===== config.mk =====
export PLATFORM = sky130hd
export DESIGN_NAME = serial_frame_crc16_check_append_core
export DESIGN_NICKNAME = d
export VERILOG_FILES = /design/src/hw/rtl/sfcrc_pkg.sv /design/src/hw/rtl/serial_frame_crc16_check_append_core.sv /design/src/hw/rtl/sfcrc_frame.sv /design/src/hw/rtl/sfcrc_fifo.sv
export VERILOG_INCLUDE_DIRS = /design/src /design/src/hw/rtl
export SDC_FILE = /design/constraint.sdc
export NUM_CORES = 1
export LEC_CHECK = 0
export ABC_AREA = 1
export BUFFER_PORTS_ARGS = -buffer_cell sky130_fd_sc_hd__buf_2
export CAP_MARGIN = 20
export CORE_MARGIN = 2
export CORE_UTILIZATION = 37
export DETAILED_ROUTE_END_ITERATION = 6
export GPL_ROUTABILITY_DRIVEN = 0
export PLACE_DENSITY = 0.53
export SYNTH_ARGS = -nofsm -noshare
export SYNTH_HDL_FRONTEND = slang
export SYNTH_SLANG_ARGS = --single-unit

===== constraint.sdc =====
create_clock -name clk -period 4.2 [get_ports clk]
set_clock_uncertainty 0.15 [all_clocks]
set_input_delay 0.84 -clock clk [delete_from_list [all_inputs] [get_ports clk]]
set_output_delay 0.84 -clock clk [all_outputs]
set_load 0.05 [all_outputs]

===== src/hw/rtl/assert_macros.svh =====
// Assertion macros used by the top-level RTL file.
`ifndef ASSERT_MACROS_SVH
`define ASSERT_MACROS_SVH

// Clocked implication, disabled in reset.
`define ASSERT_IMPLY(label, clk, rst_n, ante, cons, msg) \
    label: assert property (@(posedge clk) disable iff (!rst_n) (ante) |-> (cons)) \
        else $error(msg);

// Clocked invariant, disabled in reset.
`define ASSERT_ALWAYS(label, clk, rst_n, expr, msg) \
    label: assert property (@(posedge clk) disable iff (!rst_n) (expr)) \
        else $error(msg);

`endif


===== src/hw/rtl/sfcrc_pkg.sv =====
// Package: types and constants of the serial frame CRC-16 check/append core.
`default_nettype none

package sfcrc_pkg;

    localparam int MAX_RES        = 3;
    localparam int FIFO_DEPTH_DEF = 4;
    localparam int CFG_IDX_W      = 2;
    localparam int CFG_DATA_W     = 8;
    localparam int CMD_W          = 7;

    localparam logic [7:0]  SYNC_BYTE = 8'h55;
    localparam logic [7:0]  MIN_LEN   = 8'd4;
    localparam logic [7:0]  POS_MAX   = 8'hFF;
    localparam logic [15:0] CRC_INIT  = 16'hFFFF;
    localparam logic [15:0] CRC_POLY  = 16'hA001;

    localparam logic [CFG_IDX_W-1:0] CFG_EXPECTED_COMMAND = 2'd0;
    localparam logic [CFG_IDX_W-1:0] CFG_APPEND_MODE      = 2'd1;

    typedef enum logic [2:0] {
        ST_OK       = 3'd0,
        ST_BAD_SYNC = 3'd1,
        ST_BAD_CMD  = 3'd2,
        ST_BAD_CRC  = 3'd3,
        ST_BAD_LEN  = 3'd4
    } status_t;

    typedef struct packed {
        logic [CMD_W-1:0] expected_command;
        logic             append_mode;
    } cfg_t;

    typedef struct packed {
        logic [7:0] out_byte;
        status_t    status;
        logic       is_status;
        logic       last;
    } result_t;

endpackage

`default_nettype wire


===== src/hw/rtl/serial_frame_crc16_check_append_core.sv =====
// Top level: serial frame Modbus CRC-16 checker and appender.
//
//  channel | signals                                      | role
//  in      | in_valid in_ready data_byte frame_start      | frame bytes, one per beat
//  out     | out_valid out_ready out_byte status          | echoed/CRC bytes or frame
//          | is_status last                               | status, one per beat
//  cfg     | cfg_valid cfg_ready cfg_index cfg_data       | register writes, always ready
//
// An input beat is taken every cycle while in_ready is high; its results are queued on
// the same edge and offered at the output from the next cycle. CRC update likewise is
// one byte per cycle. The last byte of an append frame yields up to three results,
// drained one per cycle while out_ready is high; in_ready drops while the queue has
// room for fewer than three. Reset clears frame state, registers and the queue.
`default_nettype none

module serial_frame_crc16_check_append_core #(
    parameter int FIFO_DEPTH = sfcrc_pkg::FIFO_DEPTH_DEF
) (
    input  wire                              clk,
    input  wire                              rst_n,
    input  wire                              in_valid,
    output logic                             in_ready,
    input  wire  [7:0]                       data_byte,
    input  wire                              frame_start,
    output logic                             out_valid,
    input  wire                              out_ready,
    output logic [7:0]                       out_byte,
    output logic [2:0]                       status,
    output logic                             is_status,
    output logic                             last,
    input  wire                              cfg_valid,
    output logic                             cfg_ready,
    input  wire  [sfcrc_pkg::CFG_IDX_W-1:0]  cfg_index,
    input  wire  [sfcrc_pkg::CFG_DATA_W-1:0] cfg_data
);
    import sfcrc_pkg::*;

    `include "assert_macros.svh"

    localparam int LVL_W = $clog2(FIFO_DEPTH + 1);
    localparam int SUM_W = LVL_W + 1;

    cfg_t               cfg_reg;
    logic               in_fire, pop;
    logic [1:0]         push_n;
    result_t            push_res [MAX_RES];
    result_t            head;
    logic               can_push;
    logic [LVL_W-1:0]   level;
    logic [SUM_W-1:0]   fill_sum;

    assign cfg_ready = 1'b1;
    assign in_ready  = can_push;
    assign in_fire   = in_valid && in_ready;
    assign out_valid = (level != '0);
    assign pop       = out_valid && out_ready;
    assign out_byte  = head.out_byte;
    assign status    = head.status;
    assign is_status = head.is_status;
    assign last      = head.last;
    assign fill_sum  = {1'b0, level} + SUM_W'(push_n);

    always_ff @(posedge clk or negedge rst_n)
    begin
        if (!rst_n) begin
            cfg_reg <= '{expected_command: '0, append_mode: 1'b0};
        end else if (cfg_valid && cfg_ready) begin
            case (cfg_index)
                CFG_EXPECTED_COMMAND: cfg_reg.expected_command <= cfg_data[CMD_W-1:0];
                CFG_APPEND_MODE:      cfg_reg.append_mode      <= cfg_data[0];
                default: ;
            endcase
        end
    end

    sfcrc_frame u_frame (
        .clk         (clk),
        .rst_n       (rst_n),
        .in_fire     (in_fire),
        .data_byte   (data_byte),
        .frame_start (frame_start),
        .cfg         (cfg_reg),
        .push_n      (push_n),
        .push_res    (push_res)
    );

    sfcrc_fifo #(
        .DEPTH (FIFO_DEPTH)
    ) u_fifo (
        .clk      (clk),
        .rst_n    (rst_n),
        .push_n   (push_n),
        .push_res (push_res),
        .pop      (pop),
        .can_push (can_push),
        .level    (level),
        .head     (head)
    );

    `ASSERT_ALWAYS(a_no_overflow, clk, rst_n, fill_sum <= SUM_W'(FIFO_DEPTH), "queue overflow")
    `ASSERT_IMPLY(a_push_only_on_beat, clk, rst_n, !in_fire, push_n == 2'd0, "push without beat")
    `ASSERT_IMPLY(a_status_is_last, clk, rst_n, out_valid && is_status, last, "status not last")

endmodule

`default_nettype wire


===== src/hw/rtl/sfcrc_frame.sv =====
// Frame tracker: position, length, CRC-16 and status; emits up to three results per beat.
`default_nettype none

module sfcrc_frame (
    input  wire                  clk,
    input  wire                  rst_n,
    input  wire                  in_fire,
    input  wire [7:0]            data_byte,
    input  wire                  frame_start,
    input  wire sfcrc_pkg::cfg_t cfg,
    output logic [1:0]           push_n,
    output sfcrc_pkg::result_t   push_res [sfcrc_pkg::MAX_RES]
);
    import sfcrc_pkg::*;

    function automatic logic [15:0] crc_byte(input logic [15:0] crc_in, input logic [7:0] b);
        logic [15:0] c;
        c = crc_in ^ {8'h00, b};
        for (int k = 0; k < 8; k++) begin
            if (c[0])
                c = (c >> 1) ^ CRC_POLY;
            else
                c = c >> 1;
        end
        return c;
    endfunction

    logic [7:0]  pos_reg, pos_next;
    logic [7:0]  len_reg, len_next;
    logic [15:0] crc_reg, crc_next;
    status_t     ferr_reg, ferr_next;
    logic [7:0]  crc_lo_reg, crc_lo_next;
    logic        done_reg, done_next;

    logic [7:0]  pos_e, len_e, crc_lo_e;
    logic [15:0] crc_e;
    status_t     ferr_e, st_v;
    logic        done_e, covered;
    logic [8:0]  pos_w;
    logic [1:0]  n_v;

    always_comb
    begin
        pos_e    = frame_start ? 8'd0 : pos_reg;
        len_e    = frame_start ? 8'd0 : len_reg;
        crc_e    = frame_start ? CRC_INIT : crc_reg;
        ferr_e   = frame_start ? ST_OK : ferr_reg;
        crc_lo_e = frame_start ? 8'd0 : crc_lo_reg;
        done_e   = frame_start ? 1'b0 : done_reg;

        pos_next    = pos_e;
        len_next    = len_e;
        crc_next    = crc_e;
        ferr_next   = ferr_e;
        crc_lo_next = crc_lo_e;
        done_next   = done_e;

        pos_w   = {1'b0, pos_e};
        covered = 1'b0;
        st_v    = ST_OK;
        n_v     = 2'd0;
        for (int k = 0; k < MAX_RES; k++)
            push_res[k] = '{out_byte: 8'h00, status: ST_OK, is_status: 1'b0, last: 1'b0};

        if (!done_e) begin
            if (pos_e == 8'd0 && data_byte != SYNC_BYTE && ferr_next == ST_OK)
                ferr_next = ST_BAD_SYNC;
            if (pos_e == 8'd3 && data_byte[CMD_W-1:0] != cfg.expected_command
                && ferr_next == ST_OK)
                ferr_next = ST_BAD_CMD;
            if (pos_e == 8'd2)
                len_next = data_byte;

            if (pos_e == 8'd2 && data_byte < MIN_LEN) begin
                st_v = ST_BAD_LEN;
                if (!cfg.append_mode && ferr_next != ST_OK)
                    st_v = ferr_next;
                push_res[0] = '{out_byte: 8'h00, status: st_v, is_status: 1'b1, last: 1'b1};
                n_v       = 2'd1;
                done_next = 1'b1;
            end else begin
                covered = (pos_e < 8'd2) || (pos_w + 9'd2 < {1'b0, len_next});
                if (covered)
                    crc_next = crc_byte(crc_e, data_byte);

                if (cfg.append_mode) begin
                    if (covered) begin
                        push_res[0] = '{out_byte: data_byte, status: ST_OK,
                                        is_status: 1'b0, last: 1'b0};
                        n_v = 2'd1;
                    end
                    if ((pos_e == 8'd2 && len_next == MIN_LEN) ||
                        (pos_e >= 8'd2 && len_next > MIN_LEN
                         && pos_w + 9'd3 == {1'b0, len_next})) begin
                        push_res[n_v] = '{out_byte: crc_next[7:0], status: ST_OK,
                                          is_status: 1'b0, last: 1'b0};
                        push_res[n_v + 2'd1] = '{out_byte: crc_next[15:8], status: ST_OK,
                                                 is_status: 1'b0, last: 1'b1};
                        n_v       = n_v + 2'd2;
                        done_next = 1'b1;
                    end
                end else begin
                    if (pos_e >= 8'd2 && pos_w + 9'd2 == {1'b0, len_next})
                        crc_lo_next = data_byte;
                    if (pos_e >= 8'd2 && pos_w + 9'd1 == {1'b0, len_next}) begin
                        st_v = ferr_next;
                        if (st_v == ST_OK &&
                            (crc_lo_next != crc_next[7:0] || data_byte != crc_next[15:8]))
                            st_v = ST_BAD_CRC;
                        push_res[0] = '{out_byte: 8'h00, status: st_v,
                                        is_status: 1'b1, last: 1'b1};
                        n_v       = 2'd1;
                        done_next = 1'b1;
                    end
                end

                if (pos_e != POS_MAX)
                    pos_next = pos_e + 8'd1;
            end
        end

        push_n = in_fire ? n_v : 2'd0;
    end

    always_ff @(posedge clk or negedge rst_n)
    begin
        if (!rst_n) begin
            pos_reg    <= 8'd0;
            len_reg    <= 8'd0;
            crc_reg    <= CRC_INIT;
            ferr_reg   <= ST_OK;
            crc_lo_reg <= 8'd0;
            done_reg   <= 1'b0;
        end else if (in_fire) begin
            pos_reg    <= pos_next;
            len_reg    <= len_next;
            crc_reg    <= crc_next;
            ferr_reg   <= ferr_next;
            crc_lo_reg <= crc_lo_next;
            done_reg   <= done_next;
        end
    end

endmodule

`default_nettype wire


===== src/hw/rtl/sfcrc_fifo.sv =====
// Result queue: takes up to three results per cycle, hands out one per beat.
`default_nettype none

module sfcrc_fifo #(
    parameter int DEPTH = sfcrc_pkg::FIFO_DEPTH_DEF
) (
    input  wire                          clk,
    input  wire                          rst_n,
    input  wire [1:0]                    push_n,
    input  wire sfcrc_pkg::result_t      push_res [sfcrc_pkg::MAX_RES],
    input  wire                          pop,
    output logic                         can_push,
    output logic [$clog2(DEPTH+1)-1:0]   level,
    output sfcrc_pkg::result_t           head
);
    import sfcrc_pkg::*;

    localparam int PTR_W = $clog2(DEPTH);
    localparam int LVL_W = $clog2(DEPTH + 1);
    localparam int SUM_W = PTR_W + 2;

    result_t            entries [DEPTH];
    logic [PTR_W-1:0]   wptr_reg, rptr_reg;
    logic [LVL_W-1:0]   level_reg, level_next;

    // pointer advance with wrap at DEPTH
    function automatic logic [PTR_W-1:0] ptr_add(input logic [PTR_W-1:0] p,
                                                 input logic [1:0] k);
        logic [SUM_W-1:0] s;
        s = {2'b00, p} + SUM_W'(k);
        if (s >= SUM_W'(DEPTH))
            s = s - SUM_W'(DEPTH);
        return s[PTR_W-1:0];
    endfunction

    assign level    = level_reg;
    assign can_push = (level_reg <= LVL_W'(DEPTH - MAX_RES));
    assign head     = entries[rptr_reg];

    always_comb
    begin
        level_next = level_reg + LVL_W'(push_n) - LVL_W'(pop);
    end

    always_ff @(posedge clk)
    begin
        for (int k = 0; k < MAX_RES; k++) begin
            if (2'(k) < push_n)
                entries[ptr_add(wptr_reg, 2'(k))] <= push_res[k];
        end
    end

    always_ff @(posedge clk or negedge rst_n)
    begin
        if (!rst_n) begin
            wptr_reg  <= '0;
            rptr_reg  <= '0;
            level_reg <= '0;
        end else begin
            wptr_reg  <= ptr_add(wptr_reg, push_n);
            rptr_reg  <= ptr_add(rptr_reg, {1'b0, pop});
            level_reg <= level_next;
        end
    end

endmodule

`default_nettype wire


==> results_dict.tcl <==
set metrics [dict create \
    intPower_w 0.003963 \
    ios 40 \
    drive_gt1_share_pct 28.35 \
    dp_slack_ns -0.3994 \
    fin_crit_ns 4.029 \
    synth_nets 1200 \
    p_per_area_nw_per_um2 717.6 \
    synth-edff-count 52 \
    hold_buffers 0 \
    port_buffers 37 \
    drtIter0Drc 553 \
    cts-buffers-inserted 9 \
    outcome "complete, but fails checks" \
    final_nets 1388 \
    period_share_pct 95.92 \
    drc 7 \
    vias 8279 \
    cts_tree "done" \
    core.rowCount 54 \
    syn_inst 1158 \
    wirelength_um 26390 \
    grt_overflow 0 \
    area_growth_pct 29.29 \
    power_frac_comb_pct 67.0 \
    place_hpwl_um 19700 \
    start_util_pct 37.99 \
    core-area_um2 21960 \
    crit_buf_inv 13 \
    syn_area_per_cell_um2 7.204 \
    synth_flop_cell "edfxtp_1" \
    cp_top_family "buffers and inverters" \
    drtPass1Iterations 7 \
    antenna_found_initial 0 \
    grt_max_degree 43 \
    cpPeakStageDelay_ns 0.22 \
    grtUsageTotal_pct 22.52 \
    ys_types 50 \
    synthesis.area_um2 8342 \
    ys_ff_latch 111 \
    required_ns 4.13 \
    critPathCaptureType "flop" \
    ys_warn_count 0 \
    die-area_um2 23760 \
    routedWlPerCell_um 16.18 \
    finalHoldViolations 0 \
    clock_sinks 111 \
    cap_violations 0 \
    power_frac_seq_pct 21.5 \
    drtAntennaViolNets 0 \
    leakage_nw 5.189 \
    design_area_um2 10790 \
    path_clk_slew_ns 0.08 \
    finalSetupViolCount 0 \
    path_max_fanout 13 \
    ir_worst_vdd_uv 334.3 \
    clockPowerShare_pct 11.6 \
    slew_headroom_pct 48.72 \
    fillers 2183 \
    dpl-instance-area_um2 10070 \
    grt_pass1_wl_um 41990 \
    root_buffer "clkbuf_16" \
    min_path_type "input pin to async pin" \
    cp-start-kind "input pin" \
    largest_reg_flops 52 \
    netSwitchingFraction_pct 48.80 \
    ys_async_sr_fraction_pct 53.15 \
    die_w_um 154.2 \
    critPathSlowestCell "ha_4" \
    n_antenna_cell 0 \
    max_freq_ghz 0.2482 \
    cp_common_cell "nand2_1" \
    power_w 0.007739 \
    layout_setup_ws_ns 0.1712 \
    p_sw_w 0.003776 \
    clk_latency_ns 0.37 \
    htreeDepth 3 \
    avgViaCountPerCell 5.076 \
    worstMarginPinSlew_ns 0.7684 \
    drv_slew 0 \
    yosysSeqAreaShare_pct 36.66 \
    failed_checks "design-rule violations" \
    clk_path_buf_depth 2 \
    grt_pass1_vias 7921 \
    crit_arrival_ns 3.96 \
    die_y_um 154.2 \
    crit_type "input pin to flop" \
]
## repair_timing
item,CTS,global route
setup endpoints to repair,1,93
pin swaps,0,25
cloned,0,1
gates resized for setup,1,67
buffers inserted,0,17
## path summary, 6_finish.rpt
check	start	to	slack, ns	cells past startpoint
max	frame_start	u_fifo.entries[1][1]	0.17	30
min	rst_n	u_frame.pos_reg[5]	0.30	1
max reg2reg	u_frame.pos_reg[1]	u_fifo.entries[1][1]	0.26	29
min reg2reg	u_frame.crc_reg[0]	u_frame.crc_reg[0]	0.34	2
max in group asynchronous	rst_n	u_frame.crc_reg[0]	2.65	2
min in group clk	u_frame.crc_reg[0]	u_frame.crc_reg[0]	0.34	2
## kinds of logic after synthesis
logic type      synth area share (%)
compound gates                 15.94
xor+xnor                       4.725
fa+ha+maj                      2.790
buf+inv                        8.340
flops                          36.66
mux                           0.8099
other cells                  0.04495
simple gates                   30.69
## per-layer routing
metal / routed length (um) / track usage, % / vias to the layer above
met5: 0 / 0 / -
met4: 669 / 7.744 / 0
met3: 1081 / 2.057 / 40
met2: 12080 / 36.79 / 204
met1: 12560 / 31.36 / 3837
li1: - / - / 4198
## cell type report
class	count	area, um^2	area share (%)
sequential	111	3058	28.35
inverter	128	495.5	4.594
tap	280	350.3	3.248
multi-input combinational	878	4887	45.31
clock inverter	7	70.07	0.6497
clock buffer	9	225.2	2.088
timing repair buffer	218	1699	15.75
## cells in the mapped netlist, types with 3 or more instances
| library cell | count | share of area [%] |
|---|---|---|
| buf_2 | 5 | 0.30 |
| nor3_1 | 4 | 0.24 |
| buf_6 | 5 | 0.67 |
| nand3b_1 | 4 | 0.36 |
| a22o_1 | 5 | 0.52 |
| nand2_1 | 307 | 14 |
| a21oi_1 | 69 | 4.1 |
| dfrtp_1 | 43 | 13 |
| nand3_1 | 79 | 4.7 |
| inv_2 | 13 | 0.59 |
| o221ai_1 | 3 | 0.32 |
| nor2_1 | 140 | 6.3 |
| edfxtp_1 | 52 | 19 |
| o21ai_2 | 6 | 0.63 |
| nor2_4 | 7 | 0.95 |
| nand4_1 | 8 | 0.60 |
| a31oi_1 | 5 | 0.37 |
| o21ai_0 | 86 | 5.2 |
| o211ai_2 | 7 | 1.0 |
| xor2_1 | 33 | 3.5 |
| or2_2 | 3 | 0.23 |
| dfstp_2 | 16 | 5.0 |
| nor2_2 | 3 | 0.23 |
| buf_4 | 3 | 0.27 |
| clkbuf_1 | 27 | 1.2 |
| nand2_4 | 7 | 0.95 |
| xnor2_1 | 12 | 1.3 |
| o22ai_1 | 30 | 2.2 |
| ha_1 | 17 | 2.5 |
| nand2_2 | 14 | 1.0 |
| inv_1 | 113 | 5.1 |
| mux2_2 | 6 | 0.81 |
## through the flow
| step | TNS [ns] | utilization, % | instances | hold slack, ns |
|---|---|---|---|---|
| after global routing | -0.4642 | 49.12 | 1631 | 0.3418 |
| after floorplan | -0.05493 | - | 1158 | 0.3034 |
| after CTS | 0 | 47.19 | 1613 | 0.3114 |
| after global placement | -21.95 | 45.85 | 1597 | 0.3157 |
| after detailed placement | -25.98 | 45.85 | 1597 | 0.3231 |
| final | 0 | 49.12 | 1631 | 0.2966 |
## power groups by stage
stage,clock network [W],logic [W],registers (W)
3_5_place_dp,0,0.00479,0.00168
4_1_cts,0.000914,0.00481,0.00166
6_report,0.000895,0.00518,0.00166
5_1_grt,0.000947,0.00572,0.00170
2_1_floorplan,0,0.00310,0.00164
3_3_place_gp,0,0.00474,0.00168
## worst register-to-register path: cells and delay by family (launching register included)
kind            cells  cell delay, ns
buf+inv            12            1.25
simple gates       12            1.11
fa+ha+maj           2            0.38
compound gates      3            0.37
flops               1            0.38
## placed cells by master, fill, tap and decap left out, types with 6 or more instances in the layout
cell	n
a21oi_1	68
buf_12	11
buf_2	36
buf_4	168
clkbuf_16	9
dfrtp_1	43
dfstp_2	16
edfxtp_1	52
ha_1	12
inv_1	110
inv_2	15
mux2_2	6
nand2_1	289
nand2_2	27
nand2_4	10
nand3_1	72
nand3_2	7
nand4_1	8
nor2_1	128
nor2_2	12
nor2_4	10
o211ai_2	7
o21ai_0	78
o21ai_2	11
o22ai_1	30
xnor2_1	12
xor2_1	31
Note: power is estimated with default switching activity, not from simulation.
